===== src/hw/rtl/cssc_pkg.sv =====
// Shared constants for the calibration scale statistics block.
// No dependencies.
package cssc_pkg;
  localparam int unsigned SIG_W          = 32;
  localparam int unsigned CNT_VAL_W      = 32;
  localparam int unsigned SCALE_W        = 48;
  localparam int unsigned DVS_W          = 48;
  localparam int unsigned RUN_W          = 7;
  localparam int unsigned PCT_W          = 32;
  localparam int unsigned SCALE_SHIFT    = 24;
  localparam int unsigned SCALE_DVD_W    = SIG_W + SCALE_SHIFT;
  localparam int unsigned DEV100_W       = SCALE_W + 7;
  localparam int unsigned CV_SHIFT       = 16;
  localparam int unsigned CV_DVD_W       = DEV100_W + CV_SHIFT;
  localparam int unsigned MAX_RUNS_DEF   = 64;
  localparam logic [SIG_W-1:0] DEFAULT_SIGNAL = 32'd132164267;
endpackage


===== src/hw/rtl/cssc_div.sv =====
// Restoring divider, one quotient bit per cycle, 48-bit divisor.
// Depends on cssc_pkg.
module cssc_div #(
  parameter int unsigned DVD_W = 102
) (
  input  logic                             clk_i,
  input  logic                             rst_ni,
  input  logic                             start_i,
  input  logic [DVD_W-1:0]                 dividend_i,
  input  logic [$clog2(DVD_W+1)-1:0]       steps_i,
  input  logic [cssc_pkg::DVS_W-1:0]       divisor_i,
  output logic                             done_o,
  output logic [DVD_W-1:0]                 quotient_o
);
  import cssc_pkg::*;

  localparam int unsigned NB_W = $clog2(DVD_W + 1);

  logic [DVD_W-1:0] dvd_q, quo_q;
  logic [DVS_W-1:0] dvs_q, rem_q, rem_d;
  logic [NB_W-1:0]  cnt_q;
  logic             done_q;
  logic [DVS_W:0]   trial, diff;
  logic             ge;

  always_comb begin
    trial = {rem_q, dvd_q[DVD_W-1]};
    ge    = trial >= {1'b0, dvs_q};
    diff  = trial - {1'b0, dvs_q};
    rem_d = ge ? diff[DVS_W-1:0] : trial[DVS_W-1:0];
  end

  always_ff @(posedge clk_i or negedge rst_ni) begin
    if (!rst_ni) begin
      cnt_q  <= '0;
      done_q <= 1'b0;
    end else begin
      done_q <= 1'b0;
      if (start_i) begin
        cnt_q <= steps_i;
      end else if (cnt_q != '0) begin
        cnt_q <= cnt_q - NB_W'(1);
        if (cnt_q == NB_W'(1)) begin
          done_q <= 1'b1;
        end
      end
    end
  end

  always_ff @(posedge clk_i) begin
    if (start_i) begin
      dvd_q <= dividend_i;
      dvs_q <= divisor_i;
      rem_q <= '0;
      quo_q <= '0;
    end else if (cnt_q != '0) begin
      dvd_q <= {dvd_q[DVD_W-2:0], 1'b0};
      rem_q <= rem_d;
      quo_q <= {quo_q[DVD_W-2:0], ge};
    end
  end

  assign done_o     = done_q;
  assign quotient_o = quo_q;
endmodule


===== config.mk =====
export PLATFORM = sky130hd
export DESIGN_NAME = cssc_div
export DESIGN_NICKNAME = d
export VERILOG_FILES = /design/src/hw/rtl/cssc_pkg.sv /design/src/hw/rtl/cssc_div.sv
export SDC_FILE = /design/constraint.sdc
export NUM_CORES = 1
export LEC_CHECK = 0
export BUFFER_PORTS_ARGS = -buffer_cell sky130_fd_sc_hd__buf_2
export CAP_MARGIN = 20
export CORE_UTILIZATION = 51
export CTS_CLUSTER_SIZE = 12
export DETAILED_ROUTE_END_ITERATION = 8
export PLACE_DENSITY = 0.77
export SLEW_MARGIN = 20
export SYNTH_ARGS = -nofsm -noshare
export SYNTH_HDL_FRONTEND = slang
export SYNTH_SLANG_ARGS = --single-unit
export TNS_END_PERCENT = 30

===== constraint.sdc =====
create_clock -name clk_i -period 3.5 [get_ports clk_i]
set_clock_uncertainty 0.1 [all_clocks]
set_input_delay 0.35 -clock clk_i [delete_from_list [all_inputs] [get_ports clk_i]]
set_output_delay 0.35 -clock clk_i [all_outputs]
set_load 0.02 [all_outputs]

==> results.sh, run 1 <==
export IMPL_worst_path_stages=13
export IMPL_area_growth_pct=23.5
export IMPL_cp_max_fo=3
export IMPL_crit_path_start="dvd_q[101]"
export IMPL_final_nets=1950
export IMPL_pwr_share_clk=0.305
export IMPL_grt_use_total=0.233
export IMPL_fin_ws_ns=0.239
export IMPL_fin_area_sq_um=17900
export IMPL_period_needed_ns=3.26
export IMPL_antenna_found_initial=2
export IMPL_postPlaceCellArea_sq_um=16100
export IMPL_crit_path_end="rem_q[46]"
export IMPL_wl_per_cell_microns=15.9
export IMPL_cp_slowest_cell="edfxtp_1"
export IMPL_cts_made_buffers=36
export IMPL_outcome="finished, final reports clean"
export IMPL_ys_async_sr_fraction=0.0260
export IMPL_drc=0
export IMPL_clkSlewWorstSetupHoldPaths_ns=0.06
export IMPL_worstPathCellList="inv_1, ha_1, fa_1, nor2b_1, o31a_1, o311a_1, o211ai_1, nand3_1, a31oi_1, o21ai_1, a221oi_2, xnor2_1, o31a_1"
export IMPL_p_total_uw=11900
export IMPL_vias=11500
export IMPL_period_share=0.932
export IMPL_reg2reg_from="dvd_q[101]"
export IMPL_clockRootBuffer="clkbuf_16"
export IMPL_endpoint_kind="flip-flop"
export IMPL_ys_ff_latch=308
export IMPL_die_h_microns=170
export IMPL_p_leak_uw=0.00757
export IMPL_crit_arrival_ns=3.56
export IMPL_pre_cts_ws_ns=0.202
export IMPL_vdd_drop_max_mv=0.468
export IMPL_cts_tree="yes"
export IMPL_rr_worst_depth=13
export IMPL_drtPass1Iterations=4
export IMPL_drv_slew=0
export IMPL_clockBufferDepth=3
export IMPL_setup_violations=0
export IMPL_r2r_slack_ns=0.24
export IMPL_vias_per_cell=5.38
export IMPL_syn_num_nets=1659
export IMPL_min_delay_path_class="in2reg"
export IMPL_fp_dieArea_sq_um=29000
export IMPL_whs_ns=0.0205
export IMPL_pwr_share_comb=0.312
export IMPL_grt_max_degree=158
export IMPL_p_int_uw=8100
export IMPL_tightest_slew_ns=0.739
export IMPL_crit_top_cell="o31a_1"
export IMPL_slowest_delay_ns=0.38
export IMPL_rows=61
export IMPL_p_switching_uw=3840
export IMPL_cp_buffers_inverters=1
export IMPL_yosys_warnings=0
export IMPL_worstSkewPairLatency_ns=0.52
export IMPL_grt_ovfl_total=0
export IMPL_drt_initial_drc_count=749
export IMPL_synth_edf_count=150
export IMPL_wl_microns=34100
export IMPL_globalplace_congestion=0.911
export IMPL_post_cts_buffers=0
export IMPL_max_slew_margin=0.508
export IMPL_ys_flop_type="edfxtp_1"
export IMPL_critical_path_top_delay_family="compound AO/OA/AOI/OAI gates"
export IMPL_pwr_share_seq=0.382
export IMPL_power_density_nw_per_um2=669
export IMPL_fin_setup_tns_ns=0
export IMPL_ys_seq_area_frac=0.533
export IMPL_finalHoldViolations=0
export IMPL_rsz0062_at_grt="no"
export IMPL_cts_num_sinks=308
export IMPL_core_sq_um=27900
export IMPL_synthCells=1448
export IMPL_die_w_microns=170
export IMPL_fill_cells=2234
export IMPL_portBuffers=262
export IMPL_cp_required_ns=3.80
export IMPL_initial_utilization=0.519
export IMPL_yosysUniqueCellTypes=61
export IMPL_num_io_pins=263
export IMPL_cp_start_kind="flip-flop"
export IMPL_switching_share=0.322
export IMPL_htree_levels=2
export IMPL_netlist_area_sq_um=14500
export IMPL_drive_above_1_share=0.256
export IMPL_antenna_left=0
export IMPL_hpwl_microns=23100
export IMPL_worst_r2r_endpoint="rem_q[46]"
export IMPL_grt_pass1_wl_microns=54500
export IMPL_max_freq_mhz=307
export IMPL_synth_avg_cell_area_sq_um=9.98
export IMPL_crit_type="reg2reg"
export IMPL_cap_viol_max_count=0
export IMPL_first_global_vias=11200
==> stage by stage <==
step / utilization / instances
final: 0.641 / 2144
after CTS: 0.640 / 2143
after global routing: 0.641 / 2144
after detailed placement: 0.579 / 2023
after floorplan: - / 1448
after global placement: 0.579 / 2023
==> cell usage in the layout (no fill, tap or decap), drive strengths merged, types with 4 or more instances in the layout <==
cell / count
a211oi: 38
a21o: 16
a21oi: 166
a31oi: 8
and2: 8
and3: 8
buf: 278
clkbuf: 47
clkinv: 12
dfrtp: 8
dfxtp: 150
dlygate4sd3: 56
edfxtp: 150
ha: 50
inv: 67
mux2: 101
mux2i: 9
nand2: 252
nand3: 10
nand4: 12
nor2: 102
nor2b: 5
nor3: 38
o21a: 12
o21ai: 51
o21bai: 7
o22ai: 4
o31a: 4
or2: 4
or3: 4
xnor2: 29
xor2: 17
==> kinds of logic after synthesis <==
kind of cell	share of synthesized area
and+or+nand+nor	0.131
AOI/OAI and AO/OA	0.138
DFF	0.533
buffers and inverters	0.0407
muxes	0.0849
adders and majority gates	0.0447
xor gates and xnor gates	0.0279
==> worst min path at each step <==
stage | slack [ns] | cells after the start | endpoint | from
CTS | 0.003 | 2 | dvd_q[0] | dividend_i[0]
detailed placement | 0.10 | 1 | cnt_q[5] | rst_ni
floorplan | -0.05 | 0 | cnt_q[0] | rst_ni
finish | 0.02 | 2 | dvd_q[0] | dividend_i[0]
global placement | 0.1 | 1 | cnt_q[5] | rst_ni
global route | 0.02 | 2 | dvd_q[0] | dividend_i[0]
==> worst register-to-register path: cells and delay by family (launching register included) <==
| family | cells | cell delay [ns] |
|---|---|---|
| buf+inv | 1 | 0.07 |
| xor+xnor | 1 | 0.10 |
| compound gates | 7 | 1.88 |
| flops | 1 | 0.38 |
| simple gates | 2 | 0.25 |
| fa+ha+maj | 2 | 0.39 |
==> cells in the mapped netlist (4+ instances only) <==
cell,count,area (sq um)
a211oi_1,38,285
a21o_1,16,120
a21oi_1,166,831
a31oi_1,8,50.1
and2_1,7,43.8
and3_1,8,50.1
buf_2,6,30.0
clkbuf_1,68,255
dfrtp_1,8,200
dfxtp_1,150,3000
edfxtp_1,150,4500
ha_1,50,626
inv_1,67,251
mux2_2,101,1140
mux2i_1,9,90.1
nand2_1,252,946
nand3_1,10,50.1
nand4_1,12,75.1
nor2_1,101,379
nor2b_1,5,31.3
nor3_1,38,190
o21a_1,12,90.1
o21ai_0,46,230
o21bai_1,7,52.6
o22ai_1,4,25.0
o31a_1,4,35.0
or2_2,4,25.0
or3_1,4,25.0
xnor2_1,29,254
xor2_1,17,149
==> final cells by class <==
cell class / instances / area [sq um] / area share
sequential: 308 / 7710 / 0.432
inverter: 67 / 255 / 0.0143
multi-input combinational: 992 / 6200 / 0.347
clock inverter: 17 / 173 / 0.00967
timing repair buffer: 334 / 2060 / 0.116
tap: 378 / 473 / 0.0265
antenna: 1 / 2.50 / 0.000140
clock buffer: 47 / 978 / 0.0548
==> metal layers <==
layer  up-vias  routed length (microns)  global-route usage
met3        72                     2550              0.0640
met1      5427                    14500               0.288
met2       342                    16100               0.390
li1       5684                        -                   -
met4         0                      957              0.0799
met5         -                        0                   0
==> registers in the layout (all words and copies together), names as in the netlist <==
name	cells
rem_q	48
dvd_q	102
quotient_o	102
cnt_q	7
dvs_q	48
done_o	1
==> power by group through the flow <==
stage	logic [uW]	registers, uW	clock network, uW
4_1_cts	3700	4560	3720
5_1_grt	4160	4610	3870
3_5_place_dp	3620	4630	0
3_3_place_gp	3570	4620	0
2_1_floorplan	2860	4550	0
6_report	3730	4560	3650
==> what timing repair did <==
| action | CTS | global route |
|---|---|---|
| hold buffers | 56 | 0 |
| endpoints found under the setup margin | 0 | 11 |
| hold endpoints to repair | 63 | 0 |
| resized for setup | 0 | 3 |
(Power assumes the default switching activity.)
==> inputs of run 2 (changes only) <==
--- a/config.mk
+++ b/config.mk
@@ -7,10 +7,10 @@
 export LEC_CHECK = 0
 export BUFFER_PORTS_ARGS = -buffer_cell sky130_fd_sc_hd__buf_2
 export CAP_MARGIN = 20
-export CORE_UTILIZATION = 51
+export CORE_UTILIZATION = 56
 export CTS_CLUSTER_SIZE = 12
 export DETAILED_ROUTE_END_ITERATION = 8
-export PLACE_DENSITY = 0.77
+export PLACE_DENSITY = 0.8
 export SLEW_MARGIN = 20
 export SYNTH_ARGS = -nofsm -noshare
 export SYNTH_HDL_FRONTEND = slang
==> constraint.sdc (replaced) <==
create_clock -name clk_i -period 3.1 [get_ports clk_i]
set_clock_uncertainty 0.1 [all_clocks]
set_input_delay 0.31 -clock clk_i [delete_from_list [all_inputs] [get_ports clk_i]]
set_output_delay 0.31 -clock clk_i [all_outputs]
set_load 0.02 [all_outputs]
==> results.sh, run 2 (synthesis results as in run 1) <==
export IMPL_outcome="finished, violations left"
export IMPL_violations="negative setup slack"
export IMPL_postPlaceCellArea_sq_um=16300
export IMPL_max_slew_margin=0.555
export IMPL_cp_required_ns=3.40
export IMPL_die_h_microns=163
export IMPL_clkSlewWorstSetupHoldPaths_ns=0.06
export IMPL_grt_pass1_wl_microns=61300
export IMPL_finalHoldViolations=0
export IMPL_whs_ns=0.00681
export IMPL_cts_num_sinks=308
export IMPL_clockRootBuffer="clkbuf_16"
export IMPL_grt_max_degree=158
export IMPL_period_share=1.03
export IMPL_htree_levels=2
export IMPL_area_growth_pct=33.5
export IMPL_clockBufferDepth=3
export IMPL_fin_area_sq_um=19300
export IMPL_core_sq_um=25300
export IMPL_wl_per_cell_microns=17.9
export IMPL_globalplace_congestion=0.946
export IMPL_grt_ovfl_total=0
export IMPL_portBuffers=262
export IMPL_final_common_cell="buf_2"
export IMPL_endpoint_kind="flip-flop"
export IMPL_wl_microns=39700
export IMPL_power_density_nw_per_um2=751
export IMPL_p_total_uw=14500
export IMPL_rsz0062_at_grt="yes"
export IMPL_instances_no_fill=2218
export IMPL_crit_arrival_ns=3.49
export IMPL_die_w_microns=163
export IMPL_setup_violations=1
export IMPL_antenna_left=0
export IMPL_layout_common_cells="261 x buf_2, 251 x nand2_1, 159 x a21oi_1, 150 x edfxtp_1, 150 x dfxtp_1"
export IMPL_cp_start_kind="flip-flop"
export IMPL_drv_slew=0
export IMPL_drive_above_1_share=0.282
export IMPL_fp_dieArea_sq_um=26500
export IMPL_period_needed_ns=3.19
export IMPL_fill_cells=1672
export IMPL_num_io_pins=263
export IMPL_fin_ws_ns=-0.0945
export IMPL_vias=12400
export IMPL_initial_utilization=0.572
export IMPL_tightest_slew_ns=0.667
export IMPL_p_leak_uw=0.00817
export IMPL_crit_type="reg2reg"
export IMPL_vias_per_cell=5.59
export IMPL_hpwl_microns=23300
export IMPL_cp_max_fo=5
export IMPL_drt_initial_drc_count=990
export IMPL_drc=0
export IMPL_final_nets=2072
export IMPL_cts_made_buffers=35
export IMPL_r2r_slack_ns=-0.09
export IMPL_first_global_vias=12200
export IMPL_cts_tree="yes"
export IMPL_final_seq_area_sq_um=7710
export IMPL_place_inst=2003
export IMPL_max_freq_mhz=313
export IMPL_vdd_drop_max_mv=0.555
export IMPL_multi_input_area_sq_um=6460
export IMPL_worstSkewPairLatency_ns=0.52
export IMPL_antenna_found_initial=1
export IMPL_grt_use_total=0.290
export IMPL_rows=58
export IMPL_cap_viol_max_count=0
export IMPL_min_delay_path_class="in2reg"
export IMPL_drtPass1Iterations=5
-- run 2: cell count changes in the layout (fill, tap and decap cells not counted), sizes merged --
cell,previous run,this run
bufinv,3,2
clkinv,12,7
buf,278,315
clkbuf,47,55
dlygate4sd3,56,139
-- run 2: final cells by class --
class / instances / share of cell area
well taps: 330 / 0.0214
clock inverters: 11 / 0.00622
inverters: 67 / 0.0132
flip-flops and latches: 308 / 0.399
multi-input cells: 992 / 0.335
repair buffers: 457 / 0.171
diodes: 1 / 0.000130
clock buffers: 52 / 0.0542
-- run 2: critical path, stage by stage (launching register included) --
cell	delay, ns
edfxtp_1	0.32
inv_1	0.05
ha_1	0.35
nor2b_2	0.20
o31a_1	0.27
o311a_1	0.41
o211ai_1	0.26
nand3_2	0.17
a31oi_4	0.24
o21ai_2	0.10
a221oi_2	0.30
xnor2_1	0.10
o31a_1	0.23
-- run 2: path summary, 6_finish.rpt --
path	from	to	cells after the start
min reg2reg	quotient_o[101]	quotient_o[101]	2
min	dividend_i[15]	dvd_q[15]	2
min in group asynchronous	rst_ni	cnt_q[2]	2
max reg2reg	dvs_q[2]	rem_q[46]	12
max in group asynchronous	rst_ni	cnt_q[1]	2
max	dvs_q[2]	rem_q[46]	12
-- run 2: where the power goes --
group          switching [uW]  internal (uW)  total (uW)  leakage [uW]
sequential                377           4830        5200       0.00286
clock                    1660           2520        4180      0.000570
combinational            2710           2410        5120       0.00474
total                    4740           9760       14500       0.00817
-- run 2: timing repair --
action	CTS	global route
hold endpoints to repair	146	0
hold buffers	139	0
endpoints found under the setup margin	6	49
buffers inserted	1	8
resized for setup	4	55
pin swaps	2	21
cloned	0	3
-- run 2: per-stage QoR --
stage                     setup TNS, ns   util  worst slack (ns)
after CTS                       -0.0372  0.749           -0.0180
final                           -0.0945  0.764           -0.0945
after global placement          -0.0149  0.647           -0.0149
after global routing              -2.45  0.764            -0.211
after detailed placement        -0.0547  0.647           -0.0547
after floorplan                   -1.76      -           -0.0173
-- run 2: per-layer routing --
metal | wire [microns] | track usage | part of all wire
met1 | 16200 | 0.365 | 0.41
met2 | 19400 | 0.489 | 0.49
met3 | 2570 | 0.0565 | 0.065
met4 | 1480 | 0.117 | 0.037
met5 | 0 | 0 | 0
==> inputs of run 3 (changes only) <==
--- a/config.mk
+++ b/config.mk
@@ -7,6 +7,7 @@
 export LEC_CHECK = 0
 export BUFFER_PORTS_ARGS = -buffer_cell sky130_fd_sc_hd__buf_2
 export CAP_MARGIN = 20
+export CORE_MARGIN = 8
 export CORE_UTILIZATION = 56
 export CTS_CLUSTER_SIZE = 12
 export DETAILED_ROUTE_END_ITERATION = 8
==> results.sh, run 3 (synthesis results as in run 1) <==
export IMPL_fin_ws_ns=-0.0556
export IMPL_fill_cells=1644
export IMPL_min_delay_path_class="in2reg"
export IMPL_drt_initial_drc_count=838
export IMPL_globalplace_congestion=0.899
export IMPL_violations="negative setup slack"
export IMPL_final_seq_area_sq_um=7710
export IMPL_rows=59
export IMPL_worst_path_stages=13
export IMPL_outcome="finished, violations left"
export IMPL_cts_num_sinks=308
export IMPL_whs_ns=0.00934
export IMPL_cp_slowest_cell="edfxtp_1"
export IMPL_hpwl_microns=25000
export IMPL_initial_utilization=0.563
export IMPL_worstSkewPairLatency_ns=0.52
export IMPL_wl_microns=42800
export IMPL_grt_ovfl_total=0
export IMPL_antenna_left=0
export IMPL_cp_buffers_inverters=1
export IMPL_fin_setup_tns_ns=-0.102
export IMPL_rsz0062_at_grt="yes"
export IMPL_cap_viol_max_count=0
export IMPL_max_slew_margin=0.513
export IMPL_hold_path_depth=2
export IMPL_clockRootBuffer="clkbuf_16"
export IMPL_fp_dieArea_sq_um=31200
export IMPL_first_global_vias=12500
export IMPL_drv_slew=0
export IMPL_tightest_slew_ns=0.731
export IMPL_drc=0
export IMPL_reg2reg_from="dvd_q[101]"
export IMPL_multi_input_area_sq_um=6500
export IMPL_wl_per_cell_microns=19.2
export IMPL_rr_worst_depth=13
export IMPL_grt_use_total=0.256
export IMPL_cts_made_buffers=35
export IMPL_setup_violations=2
export IMPL_final_common_cell="buf_2"
export IMPL_core_sq_um=25700
export IMPL_worst_r2r_endpoint="rem_q[44]"
export IMPL_antenna_found_initial=6
export IMPL_die_w_microns=177
export IMPL_final_nets=2077
export IMPL_crit_path_start="dvd_q[101]"
export IMPL_crit_arrival_ns=3.48
export IMPL_crit_type="reg2reg"
export IMPL_vias=12600
export IMPL_cp_max_fo=3
export IMPL_worst_hold_path_endpoint="dvd_q[101]"
export IMPL_clockBufferDepth=3
export IMPL_vias_per_cell=5.65
export IMPL_period_share=1.02
export IMPL_cp_required_ns=3.42
export IMPL_portBuffers=262
export IMPL_layout_common_cells="261 x buf_2, 251 x nand2_1, 160 x a21oi_1, 150 x edfxtp_1, 150 x dfxtp_1"
export IMPL_cp_start_kind="flip-flop"
export IMPL_grt_max_degree=141
export IMPL_worstPathCellList="inv_1, ha_2, fa_2, nor2b_4, o31a_1, o311a_1, nand2b_1, a21boi_2, o21ai_1, a221oi_2, xnor2_1, mux2i_1, a211oi_1"
export IMPL_critical_path_top_delay_family="compound AO/OA/AOI/OAI gates"
export IMPL_clkSlewWorstSetupHoldPaths_ns=0.06
export IMPL_cts_tree="yes"
export IMPL_period_needed_ns=3.16
export IMPL_drive_above_1_share=0.286
export IMPL_finalHoldViolations=0
export IMPL_area_growth_pct=34.1
export IMPL_die_h_microns=177
export IMPL_p_leak_uw=0.00818
export IMPL_grt_pass1_wl_microns=65300
export IMPL_slowest_delay_ns=0.38
export IMPL_power_density_nw_per_um2=751
export IMPL_num_io_pins=263
export IMPL_htree_levels=2
export IMPL_max_freq_mhz=317
export IMPL_drtPass1Iterations=7
export IMPL_endpoint_kind="flip-flop"
export IMPL_hp_start="dividend_i[101]"
export IMPL_r2r_slack_ns=-0.06
export IMPL_vdd_drop_max_mv=0.513
-- run 3: cell count changes in the layout (fill, tap and decap cells not counted), moves of 3 or more --
cell / previous run / this run
diode_2: 1 / 4
ha_2: 10 / 7
clkinv_2: 4 / 1
a211oi_2: 3 / 13
clkbuf_8: 2 / 7
buf_4: 42 / 47
buf_6: 3 / 0
clkinv_1: 2 / 6
a211oi_1: 35 / 25
o21ai_1: 3 / 9
o21ai_0: 43 / 40
-- run 3: through the flow --
| step | util | std cells | instance area (sq um) | total power (uW) | worst slack [ns] |
|---|---|---|---|---|---|
| 2_1_floorplan | - | 1448 | 14500 | 8370 | -0.0173 |
| 3_3_place_gp | 0.636 | 2010 | 16400 | 9480 | 0.0692 |
| 3_5_place_dp | 0.636 | 2010 | 16400 | 9580 | -0.00712 |
| 4_1_cts | 0.734 | 2211 | 18900 | 13800 | 0.00173 |
| 5_1_grt | 0.755 | 2232 | 19400 | 15300 | -0.169 |
| 6_report | 0.755 | 2232 | 19400 | 14600 | -0.0556 |
-- run 3: how the worst max path moves through the flow --
stage / to / slack, ns
floorplan: dvd_q[0] / -0.02
global placement: rem_q[44] / 0.07
detailed placement: rem_q[44] / -0.007
CTS: rem_q[18] / 0.002
global route: rem_q[46] / -0.17
finish: rem_q[44] / -0.06
-- run 3: what timing repair did --
action / in CTS / in global routing
endpoints found under the hold margin: 141 / 4
setup endpoints to repair: 11 / 47
pin swaps: 0 / 47
hold buffers: 134 / 4
cloned: 0 / 4
buffers inserted: 3 / 10
resized for setup: 3 / 69
-- run 3: area by class of cell --
cell class / count / share of cell area
well taps: 335 / 0.0216
clock buffers: 54 / 0.0547
multi-input cells: 992 / 0.335
flip-flops and latches: 308 / 0.398
inverters: 67 / 0.0132
clock inverters: 10 / 0.00329
diodes: 4 / 0.000516
repair buffers: 462 / 0.174
-- run 3: worst reg2reg max path: stages, from the launching register on --
cell,delay (ns)
edfxtp_1,0.38
inv_1,0.08
ha_2,0.19
fa_2,0.23
nor2b_4,0.05
o31a_1,0.28
o311a_1,0.38
nand2b_1,0.20
a21boi_2,0.19
o21ai_1,0.14
a221oi_2,0.32
xnor2_1,0.18
mux2i_1,0.11
a211oi_1,0.23
-- run 3: power by group --
group	internal (uW)	total (uW)	switching, uW
Clock	2370	4030	1670
Combinational	2530	5300	2770
Sequential	4830	5230	400
-- run 3: routing by layer --
metal | vias to the layer above | wire [microns] | track usage
met2 | 607 | 20800 | 0.422
met1 | 5915 | 16600 | 0.309
li1 | 5945 | - | -
met4 | 4 | 1920 | 0.119
met3 | 131 | 3440 | 0.0661
met5 | - | 22 | 0
