===== src/hw/rtl/cssc_pkg.sv =====
// Shared constants for the calibration scale statistics block.
// No dependencies.
package cssc_pkg;
  localparam int unsigned SIG_W          = 32;
  localparam int unsigned CNT_VAL_W      = 32;
  localparam int unsigned SCALE_W        = 48;
  localparam int unsigned DVS_W          = 48;
  localparam int unsigned RUN_W          = 7;
  localparam int unsigned PCT_W          = 32;
  localparam int unsigned SCALE_SHIFT    = 24;
  localparam int unsigned SCALE_DVD_W    = SIG_W + SCALE_SHIFT;
  localparam int unsigned DEV100_W       = SCALE_W + 7;
  localparam int unsigned CV_SHIFT       = 16;
  localparam int unsigned CV_DVD_W       = DEV100_W + CV_SHIFT;
  localparam int unsigned MAX_RUNS_DEF   = 64;
  localparam logic [SIG_W-1:0] DEFAULT_SIGNAL = 32'd132164267;
endpackage


===== src/hw/rtl/cssc_sqrt.sv =====
// Digit-by-digit integer square root, one root bit per cycle.
// Depends on cssc_pkg.
module cssc_sqrt #(
  parameter int unsigned RAD_W = 102
) (
  input  logic                       clk_i,
  input  logic                       rst_ni,
  input  logic                       start_i,
  input  logic [RAD_W-1:0]           radicand_i,
  output logic                       done_o,
  output logic [(RAD_W+1)/2-1:0]     root_o
);
  import cssc_pkg::*;

  localparam int unsigned PAIRS = (RAD_W + 1) / 2;
  localparam int unsigned RW    = PAIRS + 2;
  localparam int unsigned NB_W  = $clog2(PAIRS + 1);

  logic [2*PAIRS-1:0] rad_q;
  logic [RW-1:0]      rem_q, r2, trial, diff, rem_d;
  logic [PAIRS-1:0]   root_q;
  logic [NB_W-1:0]    cnt_q;
  logic               done_q, ge;

  always_comb begin
    r2    = {rem_q[RW-3:0], rad_q[2*PAIRS-1 -: 2]};
    trial = {root_q, 2'b01};
    ge    = r2 >= trial;
    diff  = r2 - trial;
    rem_d = ge ? diff : r2;
  end

  always_ff @(posedge clk_i or negedge rst_ni) begin
    if (!rst_ni) begin
      cnt_q  <= '0;
      done_q <= 1'b0;
    end else begin
      done_q <= 1'b0;
      if (start_i) begin
        cnt_q <= NB_W'(PAIRS);
      end else if (cnt_q != '0) begin
        cnt_q <= cnt_q - NB_W'(1);
        if (cnt_q == NB_W'(1)) begin
          done_q <= 1'b1;
        end
      end
    end
  end

  always_ff @(posedge clk_i) begin
    if (start_i) begin
      rad_q  <= (2*PAIRS)'(radicand_i);
      rem_q  <= '0;
      root_q <= '0;
    end else if (cnt_q != '0) begin
      rad_q  <= {rad_q[2*PAIRS-3:0], 2'b00};
      rem_q  <= rem_d;
      root_q <= {root_q[PAIRS-2:0], ge};
    end
  end

  assign done_o = done_q;
  assign root_o = root_q;
endmodule


===== config.mk =====
export PLATFORM = sky130hd
export DESIGN_NAME = cssc_sqrt
export DESIGN_NICKNAME = d
export VERILOG_FILES = /design/src/hw/rtl/cssc_pkg.sv /design/src/hw/rtl/cssc_sqrt.sv
export SDC_FILE = /design/constraint.sdc
export NUM_CORES = 1
export LEC_CHECK = 0
export ABC_AREA = 1
export CORE_MARGIN = 2
export CORE_UTILIZATION = 36
export CTS_BUF_LIST = sky130_fd_sc_hd__clkbuf_4 sky130_fd_sc_hd__clkbuf_8
export CTS_CLUSTER_SIZE = 20
export DETAILED_ROUTE_END_ITERATION = 10
export DONT_BUFFER_PORTS = 1
export PLACE_DENSITY = 0.57
export SLEW_MARGIN = 0
export SYNTH_ARGS = -nofsm -noshare
export SYNTH_HDL_FRONTEND = slang
export SYNTH_SLANG_ARGS = --single-unit

===== constraint.sdc =====
create_clock -name clk_i -period 9.3 [get_ports clk_i]
set_input_delay 2.79 -clock clk_i [delete_from_list [all_inputs] [get_ports clk_i]]
set_output_delay 2.79 -clock clk_i [all_outputs]
set_load 0.02 [all_outputs]

==> results.md, run 1 <==
| Quantity | Reported |
|:---|:---|
| Result of the run | complete, no violations |
| Total setup violations reported at the end of the flow | 0 |
| Wire length after detailed routing | 35.72 mm |
| Placeable core region | 35480 um^2 |
| Count of flip-flops with a built-in enable after synthesis | 102 |
| Parity-gate share of the synthesized area counting xor and xnor cells | 0.01960 |
| Syn_nets | 2052 |
| Worst Tran Pin Value | 0.8714 ns |
| Inserted Clock Buffers | 38 |
| CTS tree | built |
| Total negative setup slack | 0 ns |
| Post-synthesis average cell area | 6.850 um^2 |
| Hold Slack | 0.5088 ns |
| Share of synthesized area occupied by flip-flops and latches | 0.4074 |
| Via density | 4.836 |
| Number of buffers added for setup after CTS | 0 |
| Final RePlAce weighted congestion | 0.9482 |
| Initial DRC Count | 651 |
| Worst Setup Start Kind | input pin |
| Final hold vios | 0 |
| Worst-case reg-to-reg path depth | 16 |
| RSZ-0062 raised after global routing | no |
| Kind of end point of the critical path | register |
| Port-buffer cells | 0 |
| Number of max-slew violations in the final report | 0 |
| Count of inserted antenna diode cells | 0 |
| Total I/O pin count | 157 |
| Most used DFF post-synth | edfxtp_1 |
| Clock tree root driver cell | clkbuf_8 |
| Count of synthesis-stage warnings from yosys | 0 |
| Portion of netlist area occupied by mux cells | 0 |
| Cell count after synthesis | 1892 |
| Placed cells | 2297 |
| Synthesized cell area | 12960 um^2 |
| Num Clock Sinks | 211 |
| Die area | 37530 um^2 |
| Clock Latency Late Sink | 0.55 ns |
| Worst clock skew on the final layout | 0.02474 ns |
| Non-Filler Instances | 2364 |
| Remaining global-route overflow | 0 |
| Static leakage | 7.071 nW |
| Simple logic cell fraction of the synthesized area | 0.3219 |
| Most common cell after layout, fill and taps aside | nand2_1 |
| Initial core utilization | 0.3652 |
| GRT Overall Usage | 0.1890 |
| Die extent in x | 193.7 um |
| Maximum number of pins on one net before global-route repair | 127 |
| Relative slew margins | 0.4191 |
| Final critical-path share of the clock period | 0.4478 |
| Post-synth ARST share | 0.03318 |
| WS Path Type | input pin to register |
| Endpoint arrival time on the critical path | 4.66 ns |
| Routed len/inst | 15.11 um |
| Max H-tree Level | 2 |
| Number of search-and-repair iterations in the first detailed-routing pass | 6 |
| Vias in the first global route | 10979 |
| Crit-path max FO | 126 |
| Number of cells upsized or downsized after cts | 0 |
| Max-capacitance violation count | 0 |
| Synth Area in Compound Gates | 0.09963 |
| Layout cells sized above 1 | 0.05833 |
| DPL Wire Length | 26.46 mm |
| Highest-count cells in the layout ignoring fill and taps | nand2_1, inv_1, nor2_1 |
| Post-route ant nets | 0 |
| Global-route wire length before repair | 57.66 mm |
| Initial antenna violation count | 0 |
| Clock-pin slew of the registers on the worst-case setup and hold paths | 0.06 ns |
| Longest Clk Path Bufs | 3 |
| Instance count along the most critical hold path | 2 |
| Site Rows | 69 |
| Dominant combinational cell family by area after synthesis | simple AND/OR/NAND/NOR gates |
| Minimum period implied by the final worst setup slack | 4.165 ns |
| Post-Synth Adder-Cell Area | 0.05310 |
| Synth-to-layout area growth | 8.708% |
| Top achievable clock speed | 0.2401 GHz |
| P per Cell Area | 338.5 nW/um^2 |
| Data required time of the critical path | 9.80 ns |
| Max VDD drop | 0.1621 mV |
| Post-CTS Hold Buffers | 0 |
| Die span in y | 193.7 um |
| # DRC | 0 |
| Seq cells post-synth | 211 |
| Number of unique standard cell types used by synthesis | 38 |
| Final net count | 2036 |
| Via count of the routed design | 11432 |
| Type of the most critical hold path | register to register |
| Util after Layout | 0.3971 |
==> logic make-up (layout without fill, tap and decap cells) <==
kind of cell	count (synthesis)	after routing
buf+inv	328	339
fa+ha+maj	55	55
simple gates	1025	1025
compound gates	244	244
xor+xnor	29	29
flops	211	211
==> worst paths after layout <==
path / startpoint / endpoint / slack (ns)
setup / recovery: start_i / rem_q[47]$_SDFFE_PP0P_ / 5.14
hold / removal: rad_q[92]$_DFFE_PP_ / rad_q[94]$_DFFE_PP_ / 0.51
setup reg to reg: root_o[39]$_SDFFE_PP0P_ / rem_q[36]$_SDFFE_PP0P_ / 5.37
hold reg to reg: rad_q[92]$_DFFE_PP_ / rad_q[94]$_DFFE_PP_ / 0.51
max in group asynchronous: rst_ni / cnt_q[0]$_DFFE_PN0P_ / 7.30
min in group asynchronous: rst_ni / cnt_q[1]$_DFFE_PN0P_ / 1.93
==> critical path, stage by stage <==
cell     delay, ns
inv_6         0.48
buf_4         0.66
o21ai_0       0.21
a21oi_1       0.14
and2_1        0.13
==> routing by layer <==
layer,vias to the layer above,share of wire,global-route usage
li1,5946,-,-
met1,5157,0.47,0.2539
met2,275,0.44,0.3034
met3,54,0.065,0.04888
met4,0,0.019,0.04693
met5,-,0,0
==> layout make-up <==
| class | instances | area (um^2) |
|---|---|---|
| Sequential cell | 211 | 5280 |
| Clock buffer | 60 | 725.7 |
| Inverter | 266 | 1006 |
| Fill cell | 3786 | 21390 |
| Tap cell | 461 | 576.8 |
| Timing Repair Buffer | 6 | 45.04 |
| Multi-Input combinational cell | 1353 | 6411 |
| Clock inverter | 7 | 43.79 |
==> registers in the layout (all words and copies together) (netlist names) <==
name	cells
done_o	1
cnt_q	6
rad_q	102
root_o	51
rem_q	51
==> report_power, final <==
part / switching [W] / leakage, nW / internal (W)
Sequential: 0.0000873 / 2.04 / 0.00111
Combinational: 0.00184 / 4.62 / 0.000837
Clock: 0.000390 / 0.416 / 0.000497
Total: 0.00232 / 7.07 / 0.00245
==> synth_stat cells (4+ instances only) <==
library cell	instances	area, um^2
buf_2	5	25.02
clkbuf_1	46	172.7
nand2_1	719	2699
dfrtp_1	7	175.2
o21ai_0	83	415.4
nor3_2	4	40.04
nand4_1	24	150.1
o21ai_1	4	20.02
and2_1	4	25.02
a21oi_1	129	645.6
nor2_1	148	555.5
inv_1	251	942.2
nor2_2	9	56.30
o21bai_1	22	165.2
ha_1	55	688.2
dfxtp_1	102	2042
buf_1	5	18.77
nand3_1	85	425.4
buf_6	4	45.04
xnor2_1	12	105.1
nand3b_1	5	37.54
xor2_1	17	148.9
nor3_1	16	80.08
edfxtp_1	102	3063
inv_2	15	56.30
==> metrics by stage <==
| step | setup WS, ns | power (W) | area (um^2) |
|---|---|---|---|
| 6_report | 5.135 | 0.004769 | 14090 |
| 5_1_grt | 4.990 | 0.005210 | 14090 |
| 4_1_cts | 5.248 | 0.004781 | 14090 |
| 3_5_place_dp | 4.665 | 0.003862 | 13320 |
| 3_3_place_gp | 4.671 | 0.003856 | 13320 |
| 2_1_floorplan | 3.447 | 0.003188 | 12960 |
(Power assumes the default switching activity.)
==> run 2, diff against run 1 <==
- PLACE_DENSITY: 0.57 -> 0.59
- clock period: 9.3 -> 3.6 ns (I/O delays scaled with it)
==> run 2 against run 1 <==
  * Via count up 1.7%
  * Worst setup slack worse by 4.7 ns
  * Global-route usage up 0.83 points
  * Critical path depth up 6
  * Die area unchanged
  * Sequential power rose to 2.6 times the previous value
  * Utilization up 0.44 points
  * Wire length up 3.6%
==> results.md, run 2 (same netlist as run 1, synthesis figures left out) <==
| Quantity | Reported | vs previous |
|:---|:---|:---|
| Result of the run | complete, no violations |  |
| Total area of multi-input combinational cells | 6414 um^2 | about the same |
| Num Clock Sinks | 211 | unchanged |
| Total design power | 0.01252 W | +160% |
| Number of buffers added for setup after CTS | 0 | unchanged |
| Post-CTS Hold Buffers | 0 | unchanged |
| Die extent in x | 193.7 um | unchanged |
| Highest-count cells in the layout ignoring fill and taps | nand2_1, inv_1, nor2_1 |  |
| Inserted Clock Buffers | 39 | +2.6% |
| Worst Setup Start Kind | register |  |
| Data required time of the critical path | 4.07 ns | -5.73 ns |
| Clock-pin slew of the registers on the worst-case setup and hold paths | 0.06 ns | about the same |
| Die span in y | 193.7 um | unchanged |
| Worst-case reg-to-reg path depth | 11 | -5 |
| Clock Latency Late Sink | 0.59 ns | +0.04 ns |
| Die area | 37530 um^2 | unchanged |
| End of the worst register-to-register path | rem_q[44]$_SDFFE_PP0P_ |  |
| Wire length after detailed routing | 37.00 mm | +3.6% |
| Port-buffer cells | 0 | unchanged |
| Type of the most critical hold path | input pin to async pin |  |
| Final hold vios | 0 | unchanged |
| Cells along the critical path | inv_1 > ha_1 > nand2_1 > nor4b_1 > nand4_1 > nand3_2 > nand2_2 > inv_2 > nand3_1 > nand2_1 > nor2_1 |  |
| Fill cells | 3837 | +1.3% |
| Initial core utilization | 0.3652 | unchanged |
| Final critical-path share of the clock period | 0.8695 |  |
| Total I/O pin count | 157 | unchanged |
| Area taken by flip-flops and latches | 5280 um^2 | unchanged |
| Cell occurring most often along the worst timing path | nand2_1 |  |
| R2R Path Start | root_o[2]$_SDFFE_PP0P_ |  |
| Count of inserted antenna diode cells | 0 | unchanged |
| Kind of end point of the critical path | register |  |
| Longest Clk Path Bufs | 3 | unchanged |
| # DRC | 0 | unchanged |
| GRT Overall Usage | 0.1974 | +0.008312 |
| Via count of the routed design | 11621 | +1.7% |
| Worst Tran Pin Value | 0.6667 ns | -0.2047 ns |
| Number of max-slew violations in the final report | 0 | unchanged |
| Placed cells | 2314 | +0.74% |
| Crit-path slowest cell | nor4b_1 |  |
| Placeable core region | 35480 um^2 | unchanged |
| Total setup violations reported at the end of the flow | 0 | unchanged |
| Reg with most FFs | rad_q |  |
| Total negative setup slack | 0 ns | unchanged |
| Endpoint arrival time on the critical path | 3.60 ns | -1.06 ns |
| Routed len/inst | 15.54 um | +2.9% |
| Initial DRC Count | 789 | +21% |
| RSZ-0062 raised after global routing | no |  |
| Synth-to-layout area growth | 9.906% |  |
| DPL Wire Length | 27.73 mm | +4.8% |
| Maximum number of pins on one net before global-route repair | 127 | unchanged |
| Site Rows | 69 | unchanged |
| Worst clock skew on the final layout | 0.01916 ns | -0.005585 ns |
| Vias in the first global route | 11275 | +2.7% |
| Global-route wire length before repair | 59.79 mm | +3.7% |
| Non-Filler Instances | 2380 | +0.68% |
| Minimum period implied by the final worst setup slack | 3.130 ns |  |
| Relative slew margins | 0.5556 | +0.1365 |
| Number of cells upsized or downsized after cts | 0 | unchanged |
| Static leakage | 7.155 nW | +1.2% |
| Max H-tree Level | 2 | unchanged |
| Crit-path max FO | 12 | -90% |
| Number of search-and-repair iterations in the first detailed-routing pass | 5 | -1 |
| Final net count | 2054 | +0.88% |
| Largest incremental delay on the critical path | 0.59 ns | -0.07 ns |
| Max-capacitance violation count | 0 | unchanged |
| Layout cells sized above 1 | 0.06410 | +0.005767 |
| Number of flip-flops under the largest register name | 102 | unchanged |
| Final RePlAce weighted congestion | 1.019 | +7.4% |
| P per Cell Area | 878.6 nW/um^2 | +160% |
| CTS tree | built |  |
| Remaining global-route overflow | 0 | unchanged |
| Register-to-register setup slack | 0.47 ns | -4.90 ns |
| Post-route ant nets | 0 | unchanged |
| Clock tree root driver cell | clkbuf_8 |  |
| Via density | 4.883 | +0.97% |
| Most common cell after layout, fill and taps aside | nand2_1 |  |
| Initial antenna violation count | 0 | unchanged |
| Hold Slack | 0.1865 ns | -0.3223 ns |
| Max VDD drop | 0.4014 mV | +150% |
| WS Path Type | register to register |  |
| Top achievable clock speed | 0.3195 GHz |  |
-- run 2: cell count changes in the layout (fill, tap and decap cells not counted), sizes merged --
cell,previous run,this run
inv,269,267
clkbuf,60,54
clkinvlp,0,1
clkinv,4,10
buf,6,23
-- run 2: cell type report --
type | instances | share of cell area
Timing Repair Buffer | 23 | 0.01739
Sequential cell | 211 | 0.3707
Clock buffer | 54 | 0.04647
Clock inverter | 12 | 0.004129
Tap cell | 461 | 0.04050
Inverter | 266 | 0.07054
Multi-Input combinational cell | 1353 | 0.4503
-- run 2: critical path: cells and delay by family (launching register included) --
family,cells,cell delay [ns]
fa+ha+maj,1,0.38
buf+inv,2,0.41
flops,1,0.50
simple gates,8,1.72
-- run 2: power by group --
part	leakage [nW]	switching, W	internal, W
registers	2.04	0.000206	0.00288
logic	4.73	0.00487	0.00233
clock network	0.386	0.00104	0.00119
-- run 2: stage by stage --
stage | utilization | setup WS, ns | area (um^2)
6_report | 0.4014 | 0.4699 | 14240
5_1_grt | 0.4014 | 0.2158 | 14240
4_1_cts | 0.4014 | 0.4640 | 14240
3_5_place_dp | 0.3811 | 0.5153 | 13520
3_3_place_gp | 0.3811 | 0.5494 | 13520
2_1_floorplan | - | 0.04271 | 12970
-- run 2: how the worst max path moves through the flow --
stage | from | endpoint | slack, ns | cells past startpoint
global placement | root_o[2]$_SDFFE_PP0P_ | rem_q[44]$_SDFFE_PP0P_ | 0.55 | 11
floorplan | start_i | rad_q[0]$_SDFFCE_PN0P_ | 0.04 | 4
finish | root_o[2]$_SDFFE_PP0P_ | rem_q[44]$_SDFFE_PP0P_ | 0.47 | 11
detailed placement | root_o[18]$_SDFFE_PP0P_ | rem_q[17]$_SDFFE_PP0P_ | 0.52 | 14
CTS | root_o[2]$_SDFFE_PP0P_ | rem_q[44]$_SDFFE_PP0P_ | 0.46 | 11
global route | root_o[5]$_SDFFE_PP0P_ | rem_q[44]$_SDFFE_PP0P_ | 0.22 | 15
-- run 2: layer usage --
layer | part of all wire | GRT usage | routed length, um
met1 | 0.45 | 0.2548 | 16580
met2 | 0.45 | 0.3177 | 16520
met5 | 0 | 0 | 0
met3 | 0.079 | 0.05879 | 2918
met4 | 0.026 | 0.06079 | 976
==> run 3, diff against run 2 <==
- CORE_MARGIN: 2 -> 1
==> run 3 against run 2 <==
  * Worst setup slack improved by 0.12 ns
  * Final area is 0.33% lower
  * Global-route usage increased by 0.80 points
  * Die area down 2.1%
  * Clock-buffer cell count stayed put
  * Worst hold slack worse by 0.0012 ns
  * Sequential cell count unchanged
  * Register-to-register slack better by 0.12 ns
  * Cell count is 0.29% lower
  * Non-clock buffer count fell by 6
  * Critical path type unchanged
==> results.md, run 3 (same netlist as run 1, synthesis figures left out) <==
| Quantity | Reported | vs previous |
|:---|:---|:---|
| Reg with most FFs | rad_q |  |
| Fill cells | 3808 | -0.76% |
| Clock-pin slew of the registers on the worst-case setup and hold paths | 0.05 ns | about the same |
| Remaining global-route overflow | 0 | unchanged |
| Worst setup slack after placement | 0.6546 ns | +0.1393 ns |
| Synth-to-layout area growth | 9.548% |  |
| Final RePlAce weighted congestion | 0.9832 | -3.5% |
| Clock Latency Late Sink | 0.60 ns | about the same |
| Layout cells sized above 1 | 0.06067 | -0.003426 |
| Initial core utilization | 0.3652 | unchanged |
| Relative slew margins | 0.5262 | -0.02938 |
| Static leakage | 7.120 nW | -0.50% |
| GRT Overall Usage | 0.2053 | +0.007961 |
| Hold Slack | 0.1853 ns | -0.001166 ns |
| Total setup violations reported at the end of the flow | 0 | unchanged |
| Die area | 36760 um^2 | -2.1% |
| Die extent in x | 191.7 um | -1.0% |
| Worst clock skew on the final layout | 0.03211 ns | +0.01295 ns |
| Post-CTS Hold Buffers | 0 | unchanged |
| Inserted Clock Buffers | 40 | +2.6% |
| Endpoint arrival time on the critical path | 3.51 ns | -0.09 ns |
| Initial antenna violation count | 0 | unchanged |
| Max-capacitance violation count | 0 | unchanged |
| Met1 track utilization from global routing | 0.2613 | +0.006507 |
| Number of max-slew violations in the final report | 0 | unchanged |
| Max VDD drop | 0.3671 mV | -8.5% |
| Final worst setup slack | 0.5898 ns | +0.1199 ns |
| Via count of the routed design | 11566 | -0.47% |
| Via density | 4.874 | -0.18% |
| Global-route wire length before repair | 59.04 mm | -1.3% |
| Post-route ant nets | 0 | unchanged |
| Maximum number of pins on one net before global-route repair | 127 | unchanged |
| Number of buffers added for setup after CTS | 0 | unchanged |
| Total negative setup slack | 0 ns | unchanged |
| Port-buffer cells | 0 | unchanged |
| GR met2 Demand/Resource | 0.3312 | +0.01343 |
| Die span in y | 191.7 um | -1.0% |
| Number of flip-flops under the largest register name | 102 | unchanged |
| Most utilized layer in the global route result | met2 |  |
| Result of the run | complete, no violations |  |
| # DRC | 0 | unchanged |
| DPL Wire Length | 27.78 mm | +0.16% |
| Most common cell after layout, fill and taps aside | nand2_1 |  |
| WS Path Type | register to register |  |
| Vias in the first global route | 11347 | +0.64% |
| Final net count | 2049 | -0.24% |
| P per Cell Area | 882.7 nW/um^2 | +0.46% |
| RSZ-0062 raised after global routing | no |  |
| Met3 track utilization from global routing | 0.05664 | -0.002151 |
| Final critical-path share of the clock period | 0.8362 | -0.03331 |
| Util after Layout | 0.4001 | -0.001305 |
| Type of the most critical hold path | input pin to async pin |  |
| Worst Tran Pin Value | 0.7107 ns | +0.04407 ns |
| Crit-path max FO | 23 | +11 |
| Minimum period implied by the final worst setup slack | 3.010 ns | -0.1199 ns |
| Wire length after detailed routing | 36.97 mm | about the same |
| Number of cells upsized or downsized after cts | 0 | unchanged |
| Placeable core region | 35480 um^2 | unchanged |
| Site Rows | 69 | unchanged |
| Kind of end point of the critical path | register |  |
| Num Clock Sinks | 211 | unchanged |
| Longest Clk Path Bufs | 3 | unchanged |
| Total I/O pin count | 157 | unchanged |
| Routed len/inst | 15.58 um | +0.23% |
| Top achievable clock speed | 0.3322 GHz | +4.0% |
| Clock tree root driver cell | clkbuf_8 |  |
| CTS tree | built |  |
| Initial DRC Count | 693 | -12% |
| Max H-tree Level | 2 | unchanged |
| Count of inserted antenna diode cells | 0 | unchanged |
| Highest-count cells in the layout ignoring fill and taps | nand2_1, inv_1, nor2_1 |  |
| Data required time of the critical path | 4.10 ns | +0.03 ns |
| Number of search-and-repair iterations in the first detailed-routing pass | 5 | unchanged |
| Worst Setup Start Kind | register |  |
| Final hold vios | 0 | unchanged |
[run 3: changes by cell type in the layout (fill, tap and decap cells not counted)]
cell / change
inv_6: -2
clkinv_2: -2
bufinv_16: +1
clkbuf_8: -1
clkbuf_4: +1
buf_12: -2
clkinv_8: +1
buf_4: -4
inv_8: +1
[run 3: final timing paths]
path / slack [ns] / endpoint / startpoint / depth (start not counted)
max in group asynchronous: 3.34 / cnt_q[1]$_DFFE_PN0P_ / rst_ni / 0
max: 0.59 / rem_q[32]$_SDFFE_PP0P_ / root_o[5]$_SDFFE_PP0P_ / 10
min: 0.19 / done_o$_DFF_PN0_ / rst_ni / 0
min in group clk_i: 0.48 / rem_q[11]$_SDFFE_PP0P_ / rem_q[11]$_SDFFE_PP0P_ / 2
min reg2reg: 0.48 / rem_q[11]$_SDFFE_PP0P_ / rem_q[11]$_SDFFE_PP0P_ / 2
max reg2reg: 0.59 / rem_q[32]$_SDFFE_PP0P_ / root_o[5]$_SDFFE_PP0P_ / 10
[run 3: per-layer routing]
metal / part of all wire / wire [um] / vias up
met5: 0 / 0 / -
met4: 0.026 / 966 / 0
met3: 0.069 / 2543 / 62
met2: 0.45 / 16790 / 280
met1: 0.45 / 16680 / 5251
li1: - / - / 5973
[run 3: through the flow]
step                      cell area, um^2  total power, W  instances
final                               14200         0.01253       2373
after global routing                14200         0.01368       2373
after CTS                           14200         0.01259       2373
after detailed placement            13450         0.01023       2308
after global placement              13450         0.01021       2308
after floorplan                     12970        0.008235       1892
[run 3: cell type report]
type,count,area (um^2),share of cell area
Sequential cell,211,5280,0.3719
Inverter,266,1005,0.07077
Multi-Input combinational cell,1353,6414,0.4517
Timing Repair Buffer,17,177.7,0.01251
Tap cell,461,576.8,0.04063
Clock inverter,11,88.84,0.006257
Clock buffer,54,655.6,0.04618
[run 3: critical path, stage by stage (launching register included)]
cell     delay [ns]
dfxtp_1        0.50
inv_1          0.12
ha_1           0.38
nand2_1        0.16
nor4b_1        0.60
nand4_1        0.23
buf_4          0.26
nand3_2        0.08
buf_4          0.33
nor2_1         0.10
nor3_2         0.16
[run 3: report_power, final]
group          switching (W)  internal, W  total [W]
registers           0.000214      0.00288    0.00309
logic                0.00487      0.00229    0.00717
clock network        0.00103      0.00125    0.00227
